==> src/design/kdmc_pkg.sv <==
// ----------------------------------------------------------------------------
// kdmc_pkg
// shared constants and types for the keypad debounce and mode controller
// ----------------------------------------------------------------------------
package kdmc_pkg;

    localparam int NUM_BUTTONS = 8;

    localparam int B_POWER  = 0;
    localparam int B_UP     = 1;
    localparam int B_DOWN   = 2;
    localparam int B_LEFT   = 3;
    localparam int B_RIGHT  = 4;
    localparam int B_MANUAL = 5;
    localparam int B_NAV    = 6;
    localparam int B_ANCHOR = 7;

    localparam int DEBOUNCE_W = 8;
    localparam int LOCK_W     = 16;
    localparam int SETTLE_W   = 9;
    localparam int ELAPSED_W  = 8;

    localparam logic [DEBOUNCE_W-1:0] DEBOUNCE_RESET = 8'd30;
    localparam logic [LOCK_W-1:0]     LOCK_RESET     = 16'd300;
    localparam logic [SETTLE_W-1:0]   SETTLE_MAX     = 9'd511;
    localparam logic [LOCK_W-1:0]     UPTIME_MAX     = 16'hFFFF;

    typedef enum logic {
        CFG_DEBOUNCE = 1'b0,
        CFG_LOCK     = 1'b1
    } cfg_index_t;

    typedef enum logic [1:0] {
        MODE_DIRECT  = 2'd0,
        MODE_HEADING = 2'd1,
        MODE_HOLD    = 2'd2
    } mode_t;

    typedef struct packed {
        logic [NUM_BUTTONS-1:0] stable;
        logic [NUM_BUTTONS-1:0] prev;
        logic                   unlocked;
    } btn_state_t;

    typedef struct packed {
        logic       turn_right;
        logic       turn_left;
        logic       speed_down;
        logic       speed_up;
        logic       power_on;
        logic [1:0] mode;
        logic       send;
    } result_t;

endpackage

==> src/design/kdmc_debounce.sv <==
// ----------------------------------------------------------------------------
// kdmc_debounce
// per-button settle counters, stable levels, uptime and mode-button lock
// ----------------------------------------------------------------------------
module kdmc_debounce
    import kdmc_pkg::*;
(
    input  logic                  aclk,
    input  logic                  aresetn,
    input  logic                  fire,
    input  logic [7:0]            pin_levels,
    input  logic [ELAPSED_W-1:0]  elapsed_ms,
    input  logic [DEBOUNCE_W-1:0] debounce_ms,
    input  logic [LOCK_W-1:0]     lock_ms,
    output btn_state_t            btn_next
);

    logic [NUM_BUTTONS-1:0] raw_reg, raw_next;
    logic [NUM_BUTTONS-1:0] stable_reg, stable_next;
    logic [NUM_BUTTONS-1:0] prev_reg, prev_next;
    logic [SETTLE_W-1:0]    count_reg [NUM_BUTTONS];
    logic [SETTLE_W-1:0]    count_next [NUM_BUTTONS];
    logic [LOCK_W-1:0]      uptime_reg, uptime_next;
    logic                   locked_reg, locked_next;
    logic [LOCK_W:0]        uptime_sum;

    always_comb begin
        logic [SETTLE_W:0] csum;
        logic              reading;
        uptime_sum  = {1'b0, uptime_reg} + {{(LOCK_W + 1 - ELAPSED_W){1'b0}}, elapsed_ms};
        uptime_next = uptime_sum[LOCK_W] ? UPTIME_MAX : uptime_sum[LOCK_W-1:0];
        raw_next    = raw_reg;
        stable_next = stable_reg;
        prev_next   = prev_reg;
        for (int i = 0; i < NUM_BUTTONS; i++) begin
            reading = ~pin_levels[i];
            csum = {1'b0, count_reg[i]} + {{(SETTLE_W + 1 - ELAPSED_W){1'b0}}, elapsed_ms};
            if (reading != raw_reg[i]) begin
                raw_next[i]   = reading;
                count_next[i] = '0;
            end else begin
                count_next[i] = csum[SETTLE_W] ? SETTLE_MAX : csum[SETTLE_W-1:0];
            end
            if (count_next[i] > {1'b0, debounce_ms}) begin
                prev_next[i]   = stable_reg[i];
                stable_next[i] = raw_next[i];
            end
        end
        locked_next = locked_reg;
        if (locked_reg && (uptime_next > lock_ms)) begin
            prev_next   = stable_next;
            locked_next = 1'b0;
        end
        btn_next.stable   = stable_next;
        btn_next.prev     = prev_next;
        btn_next.unlocked = ~locked_next;
    end

    always_ff @(posedge aclk) begin
        if (!aresetn) begin
            raw_reg    <= '0;
            stable_reg <= '0;
            prev_reg   <= '0;
            uptime_reg <= '0;
            locked_reg <= 1'b1;
            for (int i = 0; i < NUM_BUTTONS; i++) begin
                count_reg[i] <= '0;
            end
        end else if (fire) begin
            raw_reg    <= raw_next;
            stable_reg <= stable_next;
            prev_reg   <= prev_next;
            uptime_reg <= uptime_next;
            locked_reg <= locked_next;
            for (int i = 0; i < NUM_BUTTONS; i++) begin
                count_reg[i] <= count_next[i];
            end
        end
    end

    // once the lock lifts it never returns
    a_lock_sticky: assert property (@(posedge aclk) disable iff (!aresetn)
        !locked_reg |=> !locked_reg)
        else $error("lock came back after release");

    // uptime only grows
    a_uptime_mono: assert property (@(posedge aclk) disable iff (!aresetn)
        $past(aresetn) |-> uptime_reg >= $past(uptime_reg))
        else $error("uptime went backwards");

    // release of the lock leaves no pending press edges
    a_lock_baseline: assert property (@(posedge aclk) disable iff (!aresetn)
        $fell(locked_reg) |-> prev_reg == stable_reg)
        else $error("press baseline not taken at unlock");

endmodule

==> src/design/kdmc_control.sv <==
// ----------------------------------------------------------------------------
// kdmc_control
// mode selection, motor toggle and drive request resolution
// ----------------------------------------------------------------------------
module kdmc_control
    import kdmc_pkg::*;
(
    input  logic       aclk,
    input  logic       aresetn,
    input  logic       fire,
    input  btn_state_t btn,
    output result_t    result
);

    mode_t      mode_reg, mode_next;
    logic       motor_reg, motor_next;
    logic [4:0] sent_reg, sent_next;

    always_comb begin
        logic [NUM_BUTTONS-1:0] edge_det;
        logic                   changed;
        logic                   li;
        logic                   ri;
        logic [4:0]             drive;
        edge_det   = btn.stable & ~btn.prev;
        changed    = 1'b0;
        mode_next  = mode_reg;
        motor_next = motor_reg;
        sent_next  = sent_reg;
        li         = 1'b0;
        ri         = 1'b0;
        drive      = sent_reg;
        if (btn.unlocked) begin
            if (edge_det[B_MANUAL]) begin
                mode_next = MODE_DIRECT;
                changed   = 1'b1;
            end
            if (edge_det[B_NAV]) begin
                mode_next = MODE_HEADING;
                changed   = 1'b1;
            end
            if (edge_det[B_ANCHOR]) begin
                mode_next = MODE_HOLD;
                changed   = 1'b1;
            end
        end
        case (mode_next) inside
            MODE_DIRECT, MODE_HEADING: begin
                if (edge_det[B_POWER]) begin
                    motor_next   = ~motor_reg;
                    sent_next[0] = ~motor_reg;
                    changed      = 1'b1;
                end
                if (mode_next == MODE_DIRECT) begin
                    li = btn.stable[B_LEFT];
                    ri = btn.stable[B_RIGHT];
                end else begin
                    li = edge_det[B_LEFT];
                    ri = edge_det[B_RIGHT];
                end
                // swapped mapping on both pairs
                drive = {li & ~ri, ri & ~li,
                         btn.stable[B_UP] & ~btn.stable[B_DOWN],
                         btn.stable[B_DOWN] & ~btn.stable[B_UP],
                         sent_next[0]};
                if (drive != sent_next) begin
                    changed = 1'b1;
                end
                sent_next = drive;
            end
            default: begin
            end
        endcase
        result.send       = changed;
        result.mode       = mode_next;
        result.power_on   = sent_next[0];
        result.speed_up   = sent_next[1];
        result.speed_down = sent_next[2];
        result.turn_left  = sent_next[3];
        result.turn_right = sent_next[4];
    end

    always_ff @(posedge aclk) begin
        if (!aresetn) begin
            mode_reg  <= MODE_DIRECT;
            motor_reg <= 1'b1;
            sent_reg  <= '0;
        end else if (fire) begin
            mode_reg  <= mode_next;
            motor_reg <= motor_next;
            sent_reg  <= sent_next;
        end
    end

endmodule

==> src/design/keypad_debounce_mode_controller_unit.sv <==
// ----------------------------------------------------------------------------
// keypad_debounce_mode_controller_unit
// debounced keypad with lock-out, mode selection and drive requests
// ----------------------------------------------------------------------------
// Takes one word per clock and returns one result word for each: a word is
// captured in an input register, then the debounce and mode logic updates its
// state and loads the result register. The state feedback through that logic
// is what fixes the rate at one word per cycle; a result held by m_tready low
// holds the input register and so stops intake. Registers are written through
// the cfg port (index 0 debounce time, index 1 lock time); the user must write
// them only while the block is idle, the block itself does not enforce it.
module keypad_debounce_mode_controller_unit
    import kdmc_pkg::*;
(
    input  logic        aclk,
    input  logic        aresetn,
    input  logic        cfg_we,
    input  logic        cfg_index,
    input  logic [15:0] cfg_data,
    input  logic        s_tvalid,
    output logic        s_tready,
    input  logic [15:0] s_tdata,   // pin_levels[7:0], elapsed_ms[15:8]
    output logic        m_tvalid,
    input  logic        m_tready,
    output logic [7:0]  m_tdata    // send, mode[2:1], power_on, speed_up,
                                   // speed_down, turn_left, turn_right
);

    logic [DEBOUNCE_W-1:0] debounce_reg;
    logic [LOCK_W-1:0]     lock_reg;
    logic                  in_valid_reg;
    logic [7:0]            pins_reg;
    logic [ELAPSED_W-1:0]  elapsed_reg;
    logic                  out_valid_reg;
    result_t               out_reg;
    logic                  fire;
    btn_state_t            btn_next;
    result_t               result;

    always_ff @(posedge aclk) begin
        if (!aresetn) begin
            debounce_reg <= DEBOUNCE_RESET;
            lock_reg     <= LOCK_RESET;
        end else if (cfg_we) begin
            unique case (cfg_index)
                CFG_DEBOUNCE: debounce_reg <= cfg_data[DEBOUNCE_W-1:0];
                CFG_LOCK:     lock_reg     <= cfg_data[LOCK_W-1:0];
                default: begin
                end
            endcase
        end
    end

    assign fire     = in_valid_reg && (!out_valid_reg || m_tready);
    assign s_tready = !in_valid_reg || fire;

    always_ff @(posedge aclk) begin
        if (!aresetn) begin
            in_valid_reg <= 1'b0;
        end else if (s_tready) begin
            in_valid_reg <= s_tvalid;
        end
    end

    always_ff @(posedge aclk) begin
        if (s_tvalid && s_tready) begin
            pins_reg    <= s_tdata[7:0];
            elapsed_reg <= s_tdata[15:8];
        end
    end

    kdmc_debounce u_debounce (
        .aclk        (aclk),
        .aresetn     (aresetn),
        .fire        (fire),
        .pin_levels  (pins_reg),
        .elapsed_ms  (elapsed_reg),
        .debounce_ms (debounce_reg),
        .lock_ms     (lock_reg),
        .btn_next    (btn_next)
    );

    kdmc_control u_control (
        .aclk    (aclk),
        .aresetn (aresetn),
        .fire    (fire),
        .btn     (btn_next),
        .result  (result)
    );

    always_ff @(posedge aclk) begin
        if (!aresetn) begin
            out_valid_reg <= 1'b0;
        end else if (fire) begin
            out_valid_reg <= 1'b1;
        end else if (m_tready) begin
            out_valid_reg <= 1'b0;
        end
    end

    always_ff @(posedge aclk) begin
        if (fire) begin
            out_reg <= result;
        end
    end

    assign m_tvalid = out_valid_reg;
    assign m_tdata  = {out_reg.turn_right, out_reg.turn_left, out_reg.speed_down,
                       out_reg.speed_up, out_reg.power_on, out_reg.mode, out_reg.send};

    // mode code three is never produced
    a_mode_code: assert property (@(posedge aclk) disable iff (!aresetn)
        m_tvalid |-> m_tdata[2:1] != 2'b11)
        else $error("invalid mode code on output");

    // a held input word with a blocked output stops intake
    a_backpressure: assert property (@(posedge aclk) disable iff (!aresetn)
        (in_valid_reg && out_valid_reg && !m_tready) |-> !s_tready)
        else $error("intake while pipeline blocked");

    // every processed word shows up as a result
    a_fire_out: assert property (@(posedge aclk) disable iff (!aresetn)
        fire |=> m_tvalid)
        else $error("processed word lost");

endmodule

==> config.mk <==
export PLATFORM = sky130hd
export DESIGN_NAME = keypad_debounce_mode_controller_unit
export DESIGN_NICKNAME = d
export VERILOG_FILES = /design/src/design/kdmc_pkg.sv /design/src/design/kdmc_debounce.sv /design/src/design/kdmc_control.sv /design/src/design/keypad_debounce_mode_controller_unit.sv
export SDC_FILE = /design/constraint.sdc
export NUM_CORES = 1
export LEC_CHECK = 0
export ABC_AREA = 1
export BUFFER_PORTS_ARGS = -buffer_cell sky130_fd_sc_hd__buf_2
export CAP_MARGIN = 40
export CELL_PAD_IN_SITES_DETAIL_PLACEMENT = 1
export CELL_PAD_IN_SITES_GLOBAL_PLACEMENT = 1
export CORE_ASPECT_RATIO = 1.4
export CORE_MARGIN = 2
export CORE_UTILIZATION = 51
export CTS_CLUSTER_DIAMETER = 150
export DETAILED_ROUTE_END_ITERATION = 10
export GPL_TIMING_DRIVEN = 0
export PLACE_DENSITY = 0.91
export SETUP_SLACK_MARGIN = 0.4
export SKIP_LAST_GASP = 1
export SLEW_MARGIN = 25
export SYNTH_ARGS = -nofsm -noshare
export SYNTH_HDL_FRONTEND = slang
export SYNTH_SLANG_ARGS = --single-unit
==> constraint.sdc <==
create_clock -name aclk -period 11.4 [get_ports aclk]
set_clock_uncertainty 0.05 [all_clocks]
set_input_delay 2.28 -clock aclk [delete_from_list [all_inputs] [get_ports aclk]]
set_output_delay 2.28 -clock aclk [all_outputs]
set_load 0.05 [all_outputs]
-- Word level (Yosys, flattened, before mapping)
Memory sizes are Yosys's and may differ from the RTL's.
Index checks and enable logic that the tools add are counted.
- bitwise operators: 28
- reduce and logical (&&, ||, !) cells: 13
- muxes and demuxes: 74
- order comparisons: 9
- eq/ne operators: 10
- $add $sub $neg: 9
- operators with widths (operator ; number):
    $mux W9 ; 24
    $add A9 B8 Y10 ; 8
    $gt A9 B8 Y1 ; 8
    $mux W1 ; 43
    $add A16 B8 Y17 ; 1
    $gt A16 B16 Y1 ; 1
    $mux W16 ; 1
    $not A1 Y1 ; 14
    $and A8 B8 Y8 ; 1
    $mux W2 ; 4
    $mux W8 ; 1
    $ne A1 B1 Y1 ; 8
    $not A8 Y8 ; 1
    $or A1 B1 Y1 ; 8
    $mux W5 ; 1
    $and A1 B1 Y1 ; 4
    $ne A4 B4 Y1 ; 1
    $reduce_and A2 Y1 ; 2
    $logic_and A1 B1 Y1 ; 3
    $reduce_and A3 Y1 ; 1
    $eq A2 B1 Y1 const B ; 1
    $logic_not A1 Y1 ; 2
    $logic_not A2 Y1 ; 1
    $logic_or A1 B1 Y1 ; 2
    other kinds (2) ; 2
- RAM bits: 72
- output and inout bits: 10
- memories: 1
- bits of input ports: 38
- register bits: 99
- memory list (memory ; depth ; bits a word ; rd ports ; clocked after Yosys merged registers in ; write ports ; line ; text):
    u_debounce.count_reg ; 8 ; 9 ; 8 ; 0 ; 8 ; kdmc_debounce.sv:21 ; logic [SETTLE_W-1:0] count_reg [NUM_BUTTONS];

-- Logic depth before layout (Yosys ltp)
Gate-level depths: netlist of the first run.
- word-level depth: 20
- mapped depth: 41

-- Hierarchy
Synthesis of the first run repeated with hierarchy kept, for this count alone.
- cells, all modules: 1772
- area total of the unflattened synthesis: 13130.1 um^2
- by module, submodules not included (module ; cells an instance ; instances ; area an instance (um^2) ; sequential area each (um^2)):
    kdmc_debounce ; 1531 ; 1 ; 10836.6 ; 2982.9
    keypad_debounce_mode_controller_unit ; 152 ; 1 ; 1712.9 ; 1241.2
    kdmc_control ; 89 ; 1 ; 580.6 ; 160.2

-- Least setup slack after synthesis of the first run
Ideal clock, no wire load.
- path type: input -> register
- start: input port m_tready
- end: memory u_debounce.count_reg[0][0] (enable)
- required time: 10885 ps
- path slack: 5518 ps
- arrival time: 5368 ps
- path buffers: 2
- stages on the path: 8
- library setup time: 465 ps
- path through: inv_1 > nand2_1 > nand2_1 > inv_1 > nor2_1 > inv_1 > clkbuf_1 > clkbuf_1
- RTL lines (element ; line ; text):
    start, declared ; keypad_debounce_mode_controller_unit.sv:24 ; input logic m_tready,
    end, declared ; kdmc_debounce.sv:21 ;

==> results of run 1 <==
power groups by stage:
stage | registers [mW] | clock network (mW) | logic, mW
final | 0.731 | 0.638 | 0.683
after global routing | 0.734 | 0.657 | 0.752
after CTS | 0.731 | 0.636 | 0.666
after detailed placement | 0.743 | 0 | 0.631
after global placement | 0.742 | 0 | 0.575
after floorplan | 0.743 | 0 | 0.441
layout make-up:
cell class,instances,area [um2]
Fill cell,3012,10200
Multi-Input combinational cell,1131,6930
Sequential cell,169,4340
Inverter,245,922
Clock buffer,21,504
Tap cell,310,388
Timing Repair Buffer,54,338
Clock inverter,11,129
Buffer,22,90.1
Antenna cell,1,2.50
how the worst max path moves through the flow:
stage	from	depth (start not counted)	slack, ns	to
floorplan	m_tready	8	5.52	u_debounce.count_reg[0][0]
global placement	aresetn	7	3.59	u_debounce.count_reg[0][14]
detailed placement	elapsed_reg[0]	38	5.33	m_tdata[0]
CTS	elapsed_reg[1]	37	4.93	m_tdata[0]
global route	elapsed_reg[0]	38	4.33	m_tdata[0]
finish	elapsed_reg[0]	38	4.80	m_tdata[0]
cells by family (layout without fill, tap and decap cells):
family / after synthesis / count (layout) / share of synthesized area
other: 0 / 1 / 0
and+or+nand+nor: 589 / 589 / 0.205
buffers and inverters: 267 / 353 / 0.0821
AOI/OAI and AO/OA: 331 / 331 / 0.150
DFF: 169 / 169 / 0.354
adders and majority gates: 177 / 177 / 0.186
xor gates and xnor gates: 34 / 34 / 0.0242
metal layers:
metal,vias up,share of wire,GRT usage
met1,5666,0.37,0.364
met2,415,0.51,0.607
met5,-,0,0
li1,5383,-,-
met3,182,0.048,0.0576
met4,0,0.067,0.232
worst max-delay path, delay by kind of cell, from the launching register on:
family,cells,cell delay [ns]
buffers and inverters,7,0.89
adder cells (fa/ha/maj),3,0.77
AO/OA/AOI/OAI,5,0.97
flip-flops,1,0.78
AND/OR/NAND/NOR,23,2.87
cells in the final DEF, fill, tap and decap left out, types with 4 or more instances in the layout:
cell type    n
nand4_1     15
o211ai_1     9
nor2_1     144
a22o_1       6
o21a_1       4
xnor2_1      8
edfxtp_1    96
ha_1       168
nand3b_1    12
buf_2       47
o21ai_2      4
a31oi_1     13
a21oi_1    129
o21bai_1     7
clkbuf_1    21
fa_1         9
buf_8        4
or2_2       10
o21ai_0    121
nand3_1     53
o22ai_1     11
nand2_1    305
nand2_2      7
inv_1      242
and2_1      16
a21o_1       6
nor3_1      19
o21ai_1     12
xor2_1      26
clkbuf_16   20
dfxtp_1     73
through the flow:
step	hold WS [ns]	setup WS, ns	instance area (um2)
after floorplan	0.377	5.52	12300
after global placement	0.389	3.59	12900
after detailed placement	0.403	5.33	13000
after CTS	0.420	4.93	13600
after global routing	0.451	4.33	13600
final	0.423	4.80	13700
==> flow_summary.toml, run 1 <==
[route]
drc = 2
totalWireLength_um = 42900
vias = 11600
drt_iter0_markers = 798
vias_per_cell = 5.93
antenna_left = 0
dr.pass1.iters = 8
wl_per_cell_um = 21.8

[pwr]
leakage_nw = 6.63
p_seq_frac = 0.356
vdd_drop_max_mv = 0.0986
switching_power_mw = 0.764
pwr-share-comb = 0.333
p_clk_frac = 0.311
p_total_mw = 2.05
powerDensity_mw_per_mm2 = 150
p_int_mw = 1.29
power_switching_share = 0.372

[hold_path]
min_from = "lock_reg[12]"
min_path_type = "reg -> reg"
min_path_cells = 2
holdPathEnd = "lock_reg[12]"

[global_route]
grt_pass1_wl_um = 67100
grt_max_degree = 42
grt-ovfl-total = 0
antenna_found_initial = 0
grt_use_total = 0.341
grt_pass1_vias = 13000

[finish]
final_cells = 1964
drive_gt1_frac = 0.0732
syn_to_final_growth_pct = 11.1
nNetsFinal = 1855
final_util = 0.573
largest_reg_flops = 72

[timing]
max_freq_mhz = 151
timing.final.crit_share = 0.579
slew-limit-headroom = 0.438
fin_tns_setup_ns = 0
drv_slew = 0
tightest_slew_ns = 0.843
setup_viol = 0
fin_crit_ns = 6.60
rsz0062_at_grt = "no"
hold_viol = 0

[floorplanning]
die_w_um = 135
pin_count = 48
die_area_mm2 = 0.0254
coreArea_mm2 = 0.0238
rows = 67
die_y_um = 188
initial_core_util = 0.516

[synth]
synthTopCellsByCount = "nand2_1, inv_1, ha_1"
ys_ff_latch = 169
synth_nets = 1782
netlist_instances = 1567
synthFlopType = "edfxtp_1"
netlist_area_mm2 = 0.0123
ys_top_cells_by_area = "edfxtp_1, ha_1, dfxtp_1, nand2_1, inv_1"
synth_top_area_frac = 0.235
async_flop_share = 0
ys.warnings.count = 0
seq_area_frac_synth = 0.354
synth_edf_count = 96
syn_avg_cell_area_um2 = 7.84
synth_most_common_cell = "nand2_1"
synth_top_cell_by_area = "edfxtp_1"
ys_types = 45

[place]
gp_congestion = 0.859
io_buffers = 47
post-place-cells = 1929
dp_hpwl_um = 29400

[critical_path]
crit_path_start_kind = "register"
cpMaxStageDelayCell = "edfxtp_1"
critPathMaxStageDelay_ns = 0.78
path_class = "reg -> reg"
r2r-start = "elapsed_reg[0]"
rr_worst_depth = 38
critPathCaptureType = "register"
critical_path_arrival_ns = 6.75
required_ns = 11.55
timing.rr.end = "m_tdata[0]"
r2r_setup_slack_ns = 4.80
cp_common_cell = "nand2_1"
crit_fanout = 9

[clock_tree]
cts_sinks = 169
cts_resized = 0
htreeDepth = 4
path_clk_slew_ns = 0.07
cts_root_buffer = "clkbuf_16"
postCtsSetupRepairBufs = 0
numCtsBuffers = 17
cts_buffer_depth = 2
cts_tree = "yes"
clk_latency_ns = 0.45
cts_hold_buf = 0

[run_status]
violations = "DRC"
outcome = "finished with violations"

[job]
max-cap-violations = 0
Note: power is estimated with default switching activity, not from simulation.
==> run 2: changes to the inputs <==
CORE_UTILIZATION = 48   (was 51)
PLACE_DENSITY = 0.87   (was 0.91)
clock period = 6.6 ns   (was 11.4 ns; I/O delays follow)
==> flow_summary.toml, run 2 (synthesis gave the netlist of run 1 again) <==
[finish]
final_util = 0.542
syn_to_final_growth_pct = 11.6
final_common_cell = "nand2_1"
diodes = 0
final_cells = 1991
final_cell_mix = "nand2_1, inv_1, ha_1"
nNetsFinal = 1874
drive_gt1_frac = 0.0843
largest_reg_flops = 72
fin_area_mm2 = 0.0137

[clock_tree]
cts_tree = "yes"
htreeDepth = 4
numCtsBuffers = 17
path_clk_slew_ns = 0.06
clk_latency_ns = 0.45
cts_sinks = 169
cts_root_buffer = "clkbuf_16"
cts_buffer_depth = 2

[timing]
tightest_slew_ns = 0.914
fin_crit_ns = 5.75
fin_tns_setup_ns = 0
worst_slack_ns = 0.851
setup_viol = 0
timing.final.crit_share = 0.871
max_freq_mhz = 174
hold-worst-slack_ns = 0.419
slew-limit-headroom = 0.391
drv_slew = 0
hold_viol = 0
rsz0062_at_grt = "no"

[global_route]
grt_pass1_vias = 12300
grt_max_degree = 45
antenna_found_initial = 0
grt_pass1_wl_um = 61400
grt_use_total = 0.287
grt-ovfl-total = 0

[floorplanning]
die_y_um = 193
pin_count = 48
initial_core_util = 0.486
coreArea_mm2 = 0.0253
die_area_mm2 = 0.0269
die_w_um = 139
rows = 69

[hold_path]
min_path_type = "reg -> reg"

[critical_path]
cp_common_cell = "nand2_1"
required_ns = 6.74
crit_fanout = 8
crit_path_start_kind = "register"
critical_path_arrival_ns = 5.89
cpMaxStageDelayCell = "edfxtp_1"
critPathCaptureType = "register"
path_class = "reg -> reg"
critPathMaxStageDelay_ns = 0.60

[job]
max-cap-violations = 0

[run_status]
outcome = "complete, no violations"

[route]
drt_iter0_markers = 508
wl_per_cell_um = 19.8
drc = 0
vias = 11400
vias_per_cell = 5.72
antenna_left = 0
dr.pass1.iters = 5
totalWireLength_um = 39400

[place]
post-place-ws_ns = 0.502
placed_cell_area_mm2 = 0.0130
io_buffers = 47
post-place-cells = 1937
gp_congestion = 0.861
dp_hpwl_um = 28000

[pwr]
vdd_drop_max_mv = 0.168
powerDensity_mw_per_mm2 = 244
leakage_nw = 6.69
p_total_mw = 3.34
==> run 2: path summary, 6_finish.rpt <==
| check | to | cells after the start | from | slack (ns) |
|---|---|---|---|---|
| worst max-delay path | m_tdata[0] | 38 | elapsed_reg[0] | 0.85 |
| worst min-delay path | lock_reg[1] | 2 | lock_reg[1] | 0.42 |
| worst max register to register | m_tdata[0] | 38 | elapsed_reg[0] | 0.85 |
| worst min register to register | lock_reg[1] | 2 | lock_reg[1] | 0.42 |
==> run 2: what timing repair did <==
| item | 4_1_cts | 5_1_grt |
|---|---|---|
| hold buffers | 0 | 0 |
| endpoints found under the setup margin | 0 | 12 |
| resized for setup | 0 | 3 |
| buffers inserted | 0 | 21 |
| hold endpoints to repair | 0 | 0 |
==> run 2: metal layers <==
layer  global-route usage  share of wire
met3               0.0438          0.041
met5                    0              0
met1                0.307           0.38
met2                0.527           0.51
met4                0.175          0.069
==> run 2: worst max-delay path: cells and delay by family, from the launching register on <==
kind	cells	cell delay [ns]
adders and majority gates	3	0.73
AOI/OAI and AO/OA	6	0.93
buffers and inverters	9	0.91
DFF	1	0.60
and+or+nand+nor	20	2.29
==> run 2: area by class of cell <==
class,count,area [um2]
clock inverters,8,45.0
multi-input cells,1131,6940
clock buffers,24,484
fillers,3217,11600
well taps,319,399
inverters,245,926
repair buffers,73,478
flip-flops and latches,169,4340
plain buffers,22,90.1
==> run 2: report_power, final <==
part	switching [mW]	leakage, nW	internal [mW]	total [mW]
Combinational	0.749	4.83	0.389	1.14
Sequential	0.0486	1.59	1.21	1.26
Clock	0.433	0.267	0.512	0.946
Total	1.23	6.69	2.11	3.34
